## src/design/ttu_pkg.sv

```systemverilog
// Shared types, widths and helpers for the triangle tangent unit.
// No dependencies; used by ttu_mul, triangle_tangent_unit and its testbench.
package ttu_pkg;

  localparam int COORD_W = 32;  // input coordinate width
  localparam int DELTA_W = 33;  // difference of two coordinates
  localparam int PROD_W  = 2 * DELTA_W;
  localparam int ACC_W   = PROD_W + 2;  // signed sum of two products
  localparam int MAG_W   = ACC_W - 1;   // magnitude register for normalizing
  localparam int NORM_W  = 30;          // normalized component width
  localparam int SUM_W   = 2 * NORM_W + 2;
  localparam int ROOT_W  = SUM_W / 2;
  localparam int QUO_W   = 15;          // quotient bits, result never above 2^14
  localparam int OUT_W   = 16;

  typedef enum logic [1:0] {
    STATUS_OK       = 2'd0,
    STATUS_ZERO_DET = 2'd1,
    STATUS_ZERO_LEN = 2'd2
  } status_t;

  typedef enum logic [3:0] {
    ST_IDLE,
    ST_MUL_START,
    ST_MUL_WAIT,
    ST_CHECK,
    ST_NORM,
    ST_SQ_START,
    ST_SQ_WAIT,
    ST_ROOT_LOAD,
    ST_ROOT,
    ST_DIV_LOAD,
    ST_DIV,
    ST_DIV_STORE
  } state_t;

  // Magnitude of a signed delta; the most negative value maps to 2^32.
  function automatic logic [DELTA_W-1:0] mag_delta(logic signed [DELTA_W-1:0] v);
    mag_delta = v[DELTA_W-1] ? DELTA_W'(-v) : DELTA_W'(v);
  endfunction

endpackage

```

## src/design/ttu_mul.sv

```systemverilog
// Bit-serial unsigned shift-add multiplier, one multiplier bit per cycle.
// Depends on ttu_pkg for the default operand width.
module ttu_mul #(
  parameter int OP_W = ttu_pkg::DELTA_W
) (
  input  logic              clk,
  input  logic              rst,
  input  logic              start,
  input  logic [OP_W-1:0]   a,
  input  logic [OP_W-1:0]   b,
  output logic              done,
  output logic [2*OP_W-1:0] prod
);
  localparam int CNT_W = $clog2(OP_W + 1);

  logic             busy;
  logic [CNT_W-1:0] cnt;
  logic [OP_W-1:0]  mcand;
  logic [OP_W:0]    part;

  // add the multiplicand into the upper half when the low bit is set
  assign part = {1'b0, prod[2*OP_W-1:OP_W]} + (prod[0] ? {1'b0, mcand} : '0);

  // control: count the multiplier bits
  always_ff @(posedge clk) begin
    if (rst) begin
      busy <= 1'b0;
      done <= 1'b0;
      cnt  <= '0;
    end else begin
      done <= 1'b0;
      if (start) begin
        busy <= 1'b1;
        cnt  <= CNT_W'(OP_W);
      end else if (busy) begin
        cnt <= cnt - 1'b1;
        if (cnt == CNT_W'(1)) begin
          busy <= 1'b0;
          done <= 1'b1;
        end
      end
    end
  end

  // datapath: shift the partial product right one bit a cycle
  always_ff @(posedge clk) begin
    if (start) begin
      mcand <= a;
      prod  <= {{OP_W{1'b0}}, b};
    end else if (busy) begin
      prod <= {part, prod[OP_W-1:1]};
    end
  end

endmodule

```

## src/design/triangle_tangent_unit.sv

```systemverilog
// Triangle tangent unit: three vertex requests in, one unit tangent out.
// Vertices one and two are stored in registers. The third starts the serial
// products (eight 33-bit products in ttu_mul); a zero determinant or tangent
// ends there, else a normalize shift, three squares, a square root and three
// divides follow. Reset clears the vertex slot, FSM and output valid.
module triangle_tangent_unit (
  input  logic                         clk,
  input  logic                         rst,
  input  logic                         in_valid,
  output logic                         in_ready,
  input  logic signed [ttu_pkg::COORD_W-1:0] pos_x,
  input  logic signed [ttu_pkg::COORD_W-1:0] pos_y,
  input  logic signed [ttu_pkg::COORD_W-1:0] pos_z,
  input  logic signed [ttu_pkg::COORD_W-1:0] tex_u,
  input  logic signed [ttu_pkg::COORD_W-1:0] tex_v,
  output logic                         out_valid,
  input  logic                         out_ready,
  output logic signed [ttu_pkg::OUT_W-1:0] tangent_x,
  output logic signed [ttu_pkg::OUT_W-1:0] tangent_y,
  output logic signed [ttu_pkg::OUT_W-1:0] tangent_z,
  output logic [1:0]                   status
);
  import ttu_pkg::*;

  state_t state, state_next;
  logic [1:0] slot;

  logic signed [COORD_W-1:0] p0 [3];
  logic signed [COORD_W-1:0] p1 [3];
  logic signed [COORD_W-1:0] uv0 [2];
  logic signed [COORD_W-1:0] uv1 [2];
  logic signed [COORD_W-1:0] p2 [3];

  logic signed [DELTA_W-1:0] e1 [3];
  logic signed [DELTA_W-1:0] e2 [3];
  logic signed [DELTA_W-1:0] du1, dv1, du2, dv2;

  logic signed [ACC_W-1:0] det;
  logic signed [ACC_W-1:0] tacc [3];
  logic [2:0]        step;
  logic [1:0]        mc;
  logic [MAG_W-1:0]  m [3];
  logic [MAG_W-1:0]  m_or;
  logic [2:0]        tneg;
  logic              det_neg;
  logic [SUM_W-1:0]  sum;
  logic [SUM_W-1:0]  rad;
  logic [ROOT_W+1:0] rem;
  logic [ROOT_W+3:0] rem_t;
  logic [ROOT_W+1:0] trial;
  logic [ROOT_W-1:0] root;
  logic [4:0]        itr;
  logic [1:0]        cidx;
  logic [ROOT_W:0]   divisor;
  logic [ROOT_W:0]   drem;
  logic [ROOT_W+1:0] dr_t;
  logic [QUO_W-1:0]  dnum;
  logic [QUO_W-1:0]  quo;
  logic [NORM_W+QUO_W:0] numer;
  logic signed [OUT_W-1:0] tan [3];
  logic signed [OUT_W-1:0] qval;

  logic in_take;
  logic sq_phase;
  logic mul_start, mul_done;
  logic signed [DELTA_W-1:0] mx, my;
  logic [NORM_W-1:0]  nsel;
  logic [DELTA_W-1:0] op_a, op_b;
  logic [PROD_W-1:0]  mul_prod;
  logic [ACC_W-1:0]   pext;
  logic signed [ACC_W-1:0] term;

  assign p2[0] = pos_x;
  assign p2[1] = pos_y;
  assign p2[2] = pos_z;
  assign in_take = in_valid && in_ready;

  // pick product operands: determinant terms first, then tangent terms
  always_comb begin
    mc = 2'(step[2:1] - 2'd1);
    if (step < 3'd2) begin
      mx = step[0] ? du2 : du1;
      my = step[0] ? dv1 : dv2;
    end else begin
      mx = step[0] ? dv1 : dv2;
      my = step[0] ? e2[mc] : e1[mc];
    end
  end

  assign sq_phase = (state == ST_SQ_START) || (state == ST_SQ_WAIT);
  assign nsel = m[step[1:0]][MAG_W-1 -: NORM_W];
  assign op_a = sq_phase ? DELTA_W'(nsel) : mag_delta(mx);
  assign op_b = sq_phase ? DELTA_W'(nsel) : mag_delta(my);
  assign pext = {2'b00, mul_prod};
  assign term = ((mx[DELTA_W-1] ^ my[DELTA_W-1]) ^ step[0]) ? -$signed(pext)
                                                            : $signed(pext);

  ttu_mul #(.OP_W(DELTA_W)) u_mul (
    .clk   (clk),
    .rst   (rst),
    .start (mul_start),
    .a     (op_a),
    .b     (op_b),
    .done  (mul_done),
    .prod  (mul_prod)
  );

  // normalize, root and divide helpers
  assign m_or  = m[0] | m[1] | m[2];
  assign rem_t = {rem, rad[SUM_W-1 -: 2]};
  assign trial = {root, 2'b01};
  assign dr_t  = {drem, dnum[QUO_W-1]};
  assign numer = {1'b0, m[cidx][MAG_W-1 -: NORM_W], {QUO_W{1'b0}}} + (NORM_W+QUO_W+1)'(root);
  assign qval  = (tneg[cidx] ^ det_neg) ? -$signed({1'b0, quo}) : $signed({1'b0, quo});

  // state register
  always_ff @(posedge clk) begin
    if (rst) begin
      state <= ST_IDLE;
    end else begin
      state <= state_next;
    end
  end

  // next state and handshake
  always_comb begin
    state_next = state;
    mul_start  = 1'b0;
    in_ready   = 1'b0;
    unique case (state)
      ST_IDLE: begin
        in_ready = !(slot[1] && out_valid);
        if (in_take && slot[1]) state_next = ST_MUL_START;
      end
      ST_MUL_START: begin
        mul_start  = 1'b1;
        state_next = ST_MUL_WAIT;
      end
      ST_MUL_WAIT: begin
        if (mul_done) state_next = (step == 3'd7) ? ST_CHECK : ST_MUL_START;
      end
      ST_CHECK: begin
        if (det == '0 || (tacc[0] == '0 && tacc[1] == '0 && tacc[2] == '0))
          state_next = ST_IDLE;
        else
          state_next = ST_NORM;
      end
      ST_NORM: begin
        if (m_or[MAG_W-1]) state_next = ST_SQ_START;
      end
      ST_SQ_START: begin
        mul_start  = 1'b1;
        state_next = ST_SQ_WAIT;
      end
      ST_SQ_WAIT: begin
        if (mul_done) state_next = (step == 3'd2) ? ST_ROOT_LOAD : ST_SQ_START;
      end
      ST_ROOT_LOAD: state_next = ST_ROOT;
      ST_ROOT: begin
        if (itr == 5'd1) state_next = ST_DIV_LOAD;
      end
      ST_DIV_LOAD: state_next = ST_DIV;
      ST_DIV: begin
        if (itr == 5'd1) state_next = ST_DIV_STORE;
      end
      ST_DIV_STORE: begin
        state_next = (cidx == 2'd2) ? ST_IDLE : ST_DIV_LOAD;
      end
      default: state_next = ST_IDLE;
    endcase
  end

  // control: vertex slot and output valid
  always_ff @(posedge clk) begin
    if (rst) begin
      slot      <= 2'd0;
      out_valid <= 1'b0;
    end else begin
      if (in_take) slot <= slot[1] ? 2'd0 : slot + 2'd1;
      if (out_valid && out_ready) out_valid <= 1'b0;
      if ((state == ST_CHECK && state_next == ST_IDLE) ||
          (state == ST_DIV_STORE && cidx == 2'd2))
        out_valid <= 1'b1;
    end
  end

  // datapath
  always_ff @(posedge clk) begin
    unique case (state)
      ST_IDLE: begin
        if (in_take) begin
          priority case (slot)
            2'd0: begin
              p0[0] <= pos_x; p0[1] <= pos_y; p0[2] <= pos_z;
              uv0[0] <= tex_u; uv0[1] <= tex_v;
            end
            2'd1: begin
              p1[0] <= pos_x; p1[1] <= pos_y; p1[2] <= pos_z;
              uv1[0] <= tex_u; uv1[1] <= tex_v;
            end
            default: begin
              // third vertex: form edges and UV deltas
              for (int c = 0; c < 3; c++) begin
                e1[c]   <= DELTA_W'(p1[c]) - DELTA_W'(p0[c]);
                e2[c]   <= DELTA_W'(p2[c]) - DELTA_W'(p0[c]);
                tacc[c] <= '0;
              end
              du1  <= DELTA_W'(uv1[0]) - DELTA_W'(uv0[0]);
              dv1  <= DELTA_W'(uv1[1]) - DELTA_W'(uv0[1]);
              du2  <= DELTA_W'(tex_u) - DELTA_W'(uv0[0]);
              dv2  <= DELTA_W'(tex_v) - DELTA_W'(uv0[1]);
              det  <= '0;
              step <= 3'd0;
            end
          endcase
        end
      end
      ST_MUL_WAIT: begin
        if (mul_done) begin
          if (step < 3'd2) det <= det + term;
          else tacc[mc] <= tacc[mc] + term;
          step <= step + 3'd1;
        end
      end
      ST_CHECK: begin
        for (int c = 0; c < 3; c++) begin
          m[c]    <= MAG_W'(tacc[c][ACC_W-1] ? -tacc[c] : tacc[c]);
          tneg[c] <= tacc[c][ACC_W-1];
          tan[c]  <= '0;
        end
        det_neg <= det[ACC_W-1];
        if (det == '0) status <= STATUS_ZERO_DET;
        else status <= STATUS_ZERO_LEN;
      end
      ST_NORM: begin
        // shift all three until the largest has its top bit set
        if (!m_or[MAG_W-1]) begin
          for (int c = 0; c < 3; c++) m[c] <= {m[c][MAG_W-2:0], 1'b0};
        end
        step <= 3'd0;
        sum  <= '0;
      end
      ST_SQ_WAIT: begin
        if (mul_done) begin
          sum  <= sum + mul_prod[SUM_W-1:0];
          step <= step + 3'd1;
        end
      end
      ST_ROOT_LOAD: begin
        rad  <= sum;
        rem  <= '0;
        root <= '0;
        itr  <= 5'(ROOT_W);
      end
      ST_ROOT: begin
        // one result bit per cycle, two radicand bits in
        if (rem_t >= {2'b00, trial}) begin
          rem  <= (ROOT_W+2)'(rem_t - {2'b00, trial});
          root <= {root[ROOT_W-2:0], 1'b1};
        end else begin
          rem  <= (ROOT_W+2)'(rem_t);
          root <= {root[ROOT_W-2:0], 1'b0};
        end
        rad  <= {rad[SUM_W-3:0], 2'b00};
        itr  <= itr - 5'd1;
        cidx <= 2'd0;
      end
      ST_DIV_LOAD: begin
        divisor <= {root, 1'b0};
        drem    <= (ROOT_W+1)'(numer[NORM_W+QUO_W:QUO_W]);
        dnum    <= numer[QUO_W-1:0];
        itr     <= 5'(QUO_W);
      end
      ST_DIV: begin
        // restoring divide, one quotient bit per cycle
        if (dr_t >= {1'b0, divisor}) begin
          drem <= (ROOT_W+1)'(dr_t - {1'b0, divisor});
          quo  <= {quo[QUO_W-2:0], 1'b1};
        end else begin
          drem <= (ROOT_W+1)'(dr_t);
          quo  <= {quo[QUO_W-2:0], 1'b0};
        end
        dnum <= {dnum[QUO_W-2:0], 1'b0};
        itr  <= itr - 5'd1;
      end
      ST_DIV_STORE: begin
        tan[cidx] <= qval;
        cidx      <= cidx + 2'd1;
        status    <= STATUS_OK;
      end
      default: begin
      end
    endcase
  end

  assign tangent_x = tan[0];
  assign tangent_y = tan[1];
  assign tangent_z = tan[2];

  // a flagged result carries a zero tangent
  assert property (@(posedge clk) disable iff (rst)
    out_valid && status != STATUS_OK |-> tangent_x == '0 && tangent_y == '0 && tangent_z == '0)
    else $error("flagged result with nonzero tangent");

  // no vertex is taken while a triangle is in work
  assert property (@(posedge clk) disable iff (rst)
    state != ST_IDLE |-> !in_ready)
    else $error("request accepted while busy");

  // the vertex slot never reaches three
  assert property (@(posedge clk) disable iff (rst) slot != 2'd3)
    else $error("vertex slot out of range");

  // a product only completes while the sequencer waits for it
  assert property (@(posedge clk) disable iff (rst)
    mul_done |-> state == ST_MUL_WAIT || state == ST_SQ_WAIT)
    else $error("unexpected multiplier completion");

endmodule

```

## config.mk

```make
export PLATFORM = sky130hd
export DESIGN_NAME = triangle_tangent_unit
export DESIGN_NICKNAME = d
export VERILOG_FILES = /design/src/design/ttu_pkg.sv /design/src/design/ttu_mul.sv /design/src/design/triangle_tangent_unit.sv
export SDC_FILE = /design/constraint.sdc
export NUM_CORES = 2
export LEC_CHECK = 0
export BUFFER_PORTS_ARGS = -buffer_cell sky130_fd_sc_hd__buf_2
export CAP_MARGIN = 20
export CORE_UTILIZATION = 30
export CTS_CLUSTER_SIZE = 40
export DETAILED_ROUTE_END_ITERATION = 12
export PLACE_DENSITY_LB_ADDON = 0.12
export SLEW_MARGIN = 20
export SYNTH_ARGS = -nofsm -noshare
export SYNTH_HDL_FRONTEND = slang
export SYNTH_SLANG_ARGS = --single-unit
```

## constraint.sdc

```tcl
create_clock -name clk -period 51.6 [get_ports clk]
set_input_delay 5.16 -clock clk [delete_from_list [all_inputs] [get_ports clk]]
set_output_delay 5.16 -clock clk [all_outputs]
set_load 0.03 [all_outputs]
```

; ---- Word-level counts from Yosys, hierarchy flattened
; Memory sizes are Yosys's and may differ from the RTL's. A register that Yosys moved wholly into a read port is not among the register bits.
; Cells that the tools add are included.
[word_totals]
output_inout_bits = 52
ramBits = 971
in_bits = 164
ff_bits = 611
memories = 9
elab_cells = 249
[classes]
n_reduce_logical = 42
add_sub_neg = 30
order_cmp = 4
bitwise_logic = 11
mux = 99
eq_ne = 23
[memory_table]
columns = name, words, width, rd, rd_clocked_by_memory_dff, wr, line_no
row1 = tacc, 3, 68, 4, 0, 3, triangle_tangent_unit.sv:39  ; logic signed [ACC_W-1:0] tacc [3];
row2 = m, 3, 67, 5, 2, 3, triangle_tangent_unit.sv:42  ; logic [MAG_W-1:0] m [3];
row3 = e1, 3, 33, 1, 0, 3, triangle_tangent_unit.sv:34  ; logic signed [DELTA_W-1:0] e1 [3];
row4 = e2, 3, 33, 1, 0, 3, triangle_tangent_unit.sv:35  ; logic signed [DELTA_W-1:0] e2 [3];
row5 = p0, 3, 32, 3, 0, 3, triangle_tangent_unit.sv:28  ; logic signed [COORD_W-1:0] p0 [3];
row6 = p1, 3, 32, 3, 0, 3, triangle_tangent_unit.sv:29  ; logic signed [COORD_W-1:0] p1 [3];
row7 = +3 memories, --, --, --, --, --, --
[ops]
columns = op, n
row1 = $mux 68, 6
row2 = $mux 67, 6
row3 = $mux 33, 11
row4 = $sub 32x32->33, 10
row5 = $logic_not 68->1, 4
row6 = $pmux 62 s2, 2
row7 = $neg 67->67, 3
row8 = $add 68x68->68, 2
row9 = $pmux 68 s2, 1
row10 = $or 67x67->67, 2
row11 = $neg 66->68, 1
row12 = $reduce_or 68->1, 1
row13 = $neg 33->33, 2
row14 = $pmux 33 s2, 1
row15 = $mux 32, 2
row16 = $pmux 32 s2, 1
row17 = $add 62x62->62, 1
row18 = $mux 62, 1
row19 = $pmux 31 s2, 1
row20 = $pmux 4 s12, 1
row21 = $add 45x31->46, 1
row22 = $mux 1, 36
row23 = $ge 35x33->1, 1
row24 = $add 33x33->34, 1
row25 = other kinds (51), 111

; ---- Longest topological paths before layout
[depth]
depth_word = 11
depth_mapped = 31

; ---- Modules after synthesis
; From an unflattened synthesis, not the netlist that was laid out.
[unflattened]
cells_unflattened = 10198
hier_area_um2 = 105010.7
[by_module_without_submodules]
columns = mod, area_each_um2, cells_each, n_inst, seq_area_each_um2
row1 = triangle_tangent_unit, 99093.8, 9641, 1, 46344.4
row2 = ttu_mul, 5916.9, 557, 1, 2802.7

; ---- Worst setup path before layout
; No wires, ideal clock.
[synth_timing]
path_kind = input to register
from = input in_valid
to = memory p0[0][0], enable pin
n_path_buf = 0
slack_ps = 30356
stages = 2
arrival_ps = 20169
t_required_ps = 50525
path_cell_list = inv_1 nor4_1
[synth_rtl]
columns = element, line_no
row1 = "start, declared", triangle_tangent_unit.sv:9  ; input logic in_valid,
row2 = "end, declared", triangle_tangent_unit.sv:28

==> flow_metrics.py <==
metrics = {
    "route": {
        "drtAntennaViolNets": 0,
        "wire_per_inst_um": 22.94,
        "first_iter_violations": 5727,
        "dr.pass1.iters": 8,
        "vias_per_cell": 5.166,
        "drt_wl_total_um": 338600,
        "vias": 76256,
        "drc": 0,
    },
    "cells_and_area": {
        "fin_nets": 10873,
        "fill_cells": 34452,
        "layout-drive-gt1-share": 0.09035,
        "areaGrowthSynthToFinish_pct": 12.90,
        "fin_area_mm2": 0.1163,
    },
    "clock_tree": {
        "ctsResizeCount": 0,
        "cts_root_buffer": "clkbuf_16",
        "post_cts_buffers": 0,
        "cts_tree": "done",
        "cts_buffers": 211,
        "cts_max_path_buffers": 4,
        "clk_pin_slew_ns": 0.06,
        "ctsHtreeMaxLevel": 4,
        "ctsHoldBuffers": 0,
        "cts.sink_count": 1654,
        "insertion_delay_ns": 0.92,
    },
    "sta": {
        "hold_viol": 0,
        "max_freq_mhz": 116.9,
        "drv_slew": 0,
        "period_needed_ns": 8.556,
        "setup_slack_ns": 43.04,
        "finalCritPeriodShare": 0.1658,
        "fin_worst_skew_ns": 0.08222,
        "max-slew-margin-rel": 0.1661,
        "tightestPinTransition_ns": 1.251,
        "finalSetupViolations": 0,
        "rsz0062_at_grt": "false",
        "whs_ns": 0.4503,
        "setup_tns_ns": 0,
    },
    "synthesis": {
        "syn_area_per_cell_um2": 10.44,
        "yosysUniqueCellTypes": 82,
        "syn_nets": 10696,
        "ys.warnings.count": 0,
        "synth_top_area_share": 0.4670,
        "synth_seq_area_share": 0.4771,
        "synth_ff_type": "edfxtp_1",
        "async_flop_share": 0,
        "synth_edf_count": 1602,
        "synth_top_area_cell": "edfxtp_1",
        "syn_area_mm2": 0.1030,
        "ys_ff_latch": 1654,
        "synth_cells": 9865,
        "synthTopCellsByArea": "edfxtp_1 (47%), ha_1 (7.9%), xnor2_1 (3.9%), nor2_1 (3.6%), xor2_1 (3.6%)",
    },
    "power_and_ir_drop": {
        "power.density_mw_per_mm2": 36.35,
        "p_comb_frac": 0.271,
        "p_int_mw": 2.823,
        "pwr-share-seq": 0.379,
        "ir_drop_mv": 0.02697,
        "pwr-share-clk": 0.350,
        "swShare": 0.3323,
        "p_switching_mw": 1.405,
        "p_leak_nw": 43.63,
    },
    "critical_path": {
        "cp.arrival_ns": 9.14,
        "rr_worst_depth": 22,
        "cp.required_ns": 52.18,
        "start_kind": "register",
        "crit_type": "register to register",
        "end_kind": "register",
        "cp_max_fo": 53,
    },
    "grt": {
        "grt_pass1_vias": 75750,
        "grt_pass1_wl_um": 499000,
        "grt_antenna_before_repair": 50,
        "grt_max_degree": 155,
        "track_usage": 0.1908,
        "overflow": 0,
    },
    "floorplan": {
        "dieArea_mm2": 0.3457,
        "io_pins": 216,
        "fp-row-count": 214,
        "die_w_um": 588.0,
        "core_mm2": 0.3409,
        "start_util": 0.3022,
        "fp.dieH_um": 588.0,
    },
    "placement": {
        "gp_congestion": 0.9028,
        "placed_cell_area_mm2": 0.1095,
        "place_worst_setup_slack_ns": 42.26,
        "hpwl_um": 257400,
        "portBuffers": 215,
    },
    "flow_run": {
        "maxCapViolations": 0,
    },
    "outcome": {
        "status": "finished clean",
    },
    "hold_path": {
        "hold_path.class": "register to register",
        "whs_path_depth": 0,
    },
}
cell usage in the layout, fill, tap and decap left out, drive strengths merged, types with 59 or more instances in the layout:
master  synthesis  routed
xor2          422     422
clkbuf        295     245
a211oi         82      82
o21ai         688     688
nand3         139     139
buf            51     310
o31ai         118     118
inv           544     551
a21o          311     311
xnor2         453     453
edfxtp       1602    1602
nor3          151     151
a31oi          85      85
o21bai         81      81
a21oi         643     643
o21a          121     121
or3            83      83
clkinv          0     101
nand2         917     917
nand2b         85      85
ha            651     651
nor2          994     994
and3           63      63
nor4           59      59
and2           77      77
nor2b         103     103
nand4          95      95
mux4          129     129
mux2i         182     182
cell type report:
type | instances | area (um^2) | area share
clock buffers | 245 | 5429 | 0.04668
inverters | 544 | 2049 | 0.01762
diodes | 9 | 22.52 | 0.0001937
repair buffers | 310 | 1876 | 0.01613
multi-input cells | 7321 | 50750 | 0.4363
clock inverters | 142 | 1348 | 0.01159
well taps | 4536 | 5675 | 0.04880
flip-flops and latches | 1654 | 49150 | 0.4226
sequential cells by signal (all words and copies together), names as in the netlist, 31 cells and up, named ones only:
| signal | flops |
|---|---|
| tan | 48 |
| e2 | 99 |
| e1 | 99 |
| divisor | 31 |
| det | 68 |
| dv2 | 33 |
| du1 | 33 |
| uv1 | 64 |
| p0 | 96 |
| drem | 32 |
| rad | 62 |
| u_mul.prod | 66 |
| m | 201 |
| root | 31 |
| u_mul.mcand | 33 |
| p1 | 96 |
| sum | 62 |
| dv1 | 33 |
| uv0 | 64 |
| rem | 33 |
| du2 | 33 |
| tacc | 272 |
metrics by stage:
stage               cells  utilization  total power [mW]
finish              14761       0.3412             4.228
global route        14754       0.3412             4.435
CTS                 14751       0.3410             4.269
detailed placement  14364       0.3211             2.762
global placement    14363       0.3211             2.760
floorplan            9865            -             2.430
cell families (layout without fill, tap and decap cells):
kind of cell / Yosys count / after routing / synth area share
DFF: 1654 / 1654 / 0.4771
xor gates and xnor gates: 875 / 875 / 0.07439
AOI/OAI and AO/OA: 2501 / 2501 / 0.1526
muxes: 366 / 366 / 0.05190
other: 0 / 9 / 0
and+or+nand+nor: 2912 / 2912 / 0.1292
adders and majority gates: 667 / 667 / 0.08218
buffers and inverters: 890 / 1241 / 0.03259
synthesized netlist by cell type (16+ instances only):
master,number
o31a_1,21
a31oi_1,85
mux2_2,55
o211ai_1,49
edfxtp_1,1602
mux2i_1,182
nand2b_1,85
nor3_1,151
nor4_1,59
or3_1,77
o41ai_1,53
o21bai_1,81
o31ai_1,117
or4_1,36
nor3b_1,16
and2_1,77
nand4_1,95
a2111oi_0,23
a21oi_1,643
inv_1,544
or2_2,36
nor2b_1,103
ha_1,651
nand2_1,917
mux4_2,129
xor2_1,422
nor2_1,994
dfxtp_1,52
a211oi_1,82
fa_1,16
o21a_1,121
buf_1,38
xnor2_1,453
clkbuf_1,295
a21boi_0,55
a21o_1,311
and3_1,63
nand3_1,139
o21ai_0,686
a221oi_1,16
critical path, stage by stage (launching register included):
cell and delay [ns]:
edfxtp_1 0.32, buf_4 0.20, inv_1 0.16, ha_4 0.87
buf_4 0.69, a211oi_1 0.22, a21o_1 0.41, xnor2_2 0.22
buf_4 0.41, o21ai_0 0.20, xnor2_1 0.59, ha_1 0.43
a21o_1 0.21, a21o_1 0.17, a21oi_1 0.29, nor4b_1 0.11
o41a_1 0.43, nor3_1 0.69, o21bai_1 0.29, a31oi_2 0.57
o21ai_0 0.24, xnor2_1 0.35, nor2_1 0.10
worst paths after layout:
| kind | startpoint | slack, ns | endpoint |
|---|---|---|---|
| worst max-delay path | step[1] | 43.04 | tacc[0][55] |
| worst min-delay path | root[2] | 0.45 | divisor[3] |
| worst min register to register | root[2] | 0.45 | divisor[3] |
| worst max register to register | step[1] | 43.04 | tacc[0][55] |
power by group through the flow:
| stage | sequential, mW | combinational [mW] | clock [mW] |
|---|---|---|---|
| detailed placement | 1.63 | 1.13 | 0 |
| global route | 1.60 | 1.26 | 1.57 |
| floorplan | 1.60 | 0.826 | 0 |
| finish | 1.60 | 1.15 | 1.48 |
| global placement | 1.63 | 1.13 | 0 |
| CTS | 1.60 | 1.14 | 1.53 |
routing by layer:
layer | track usage | share of wire | vias up
met5 | 0 | 0.00064 | -
met4 | 0.05217 | 0.028 | 34
met3 | 0.02383 | 0.045 | 458
met2 | 0.3269 | 0.48 | 1742
met1 | 0.2523 | 0.45 | 37323
li1 | - | - | 36699
No activity file was read; power rests on OpenSTA's default activity.
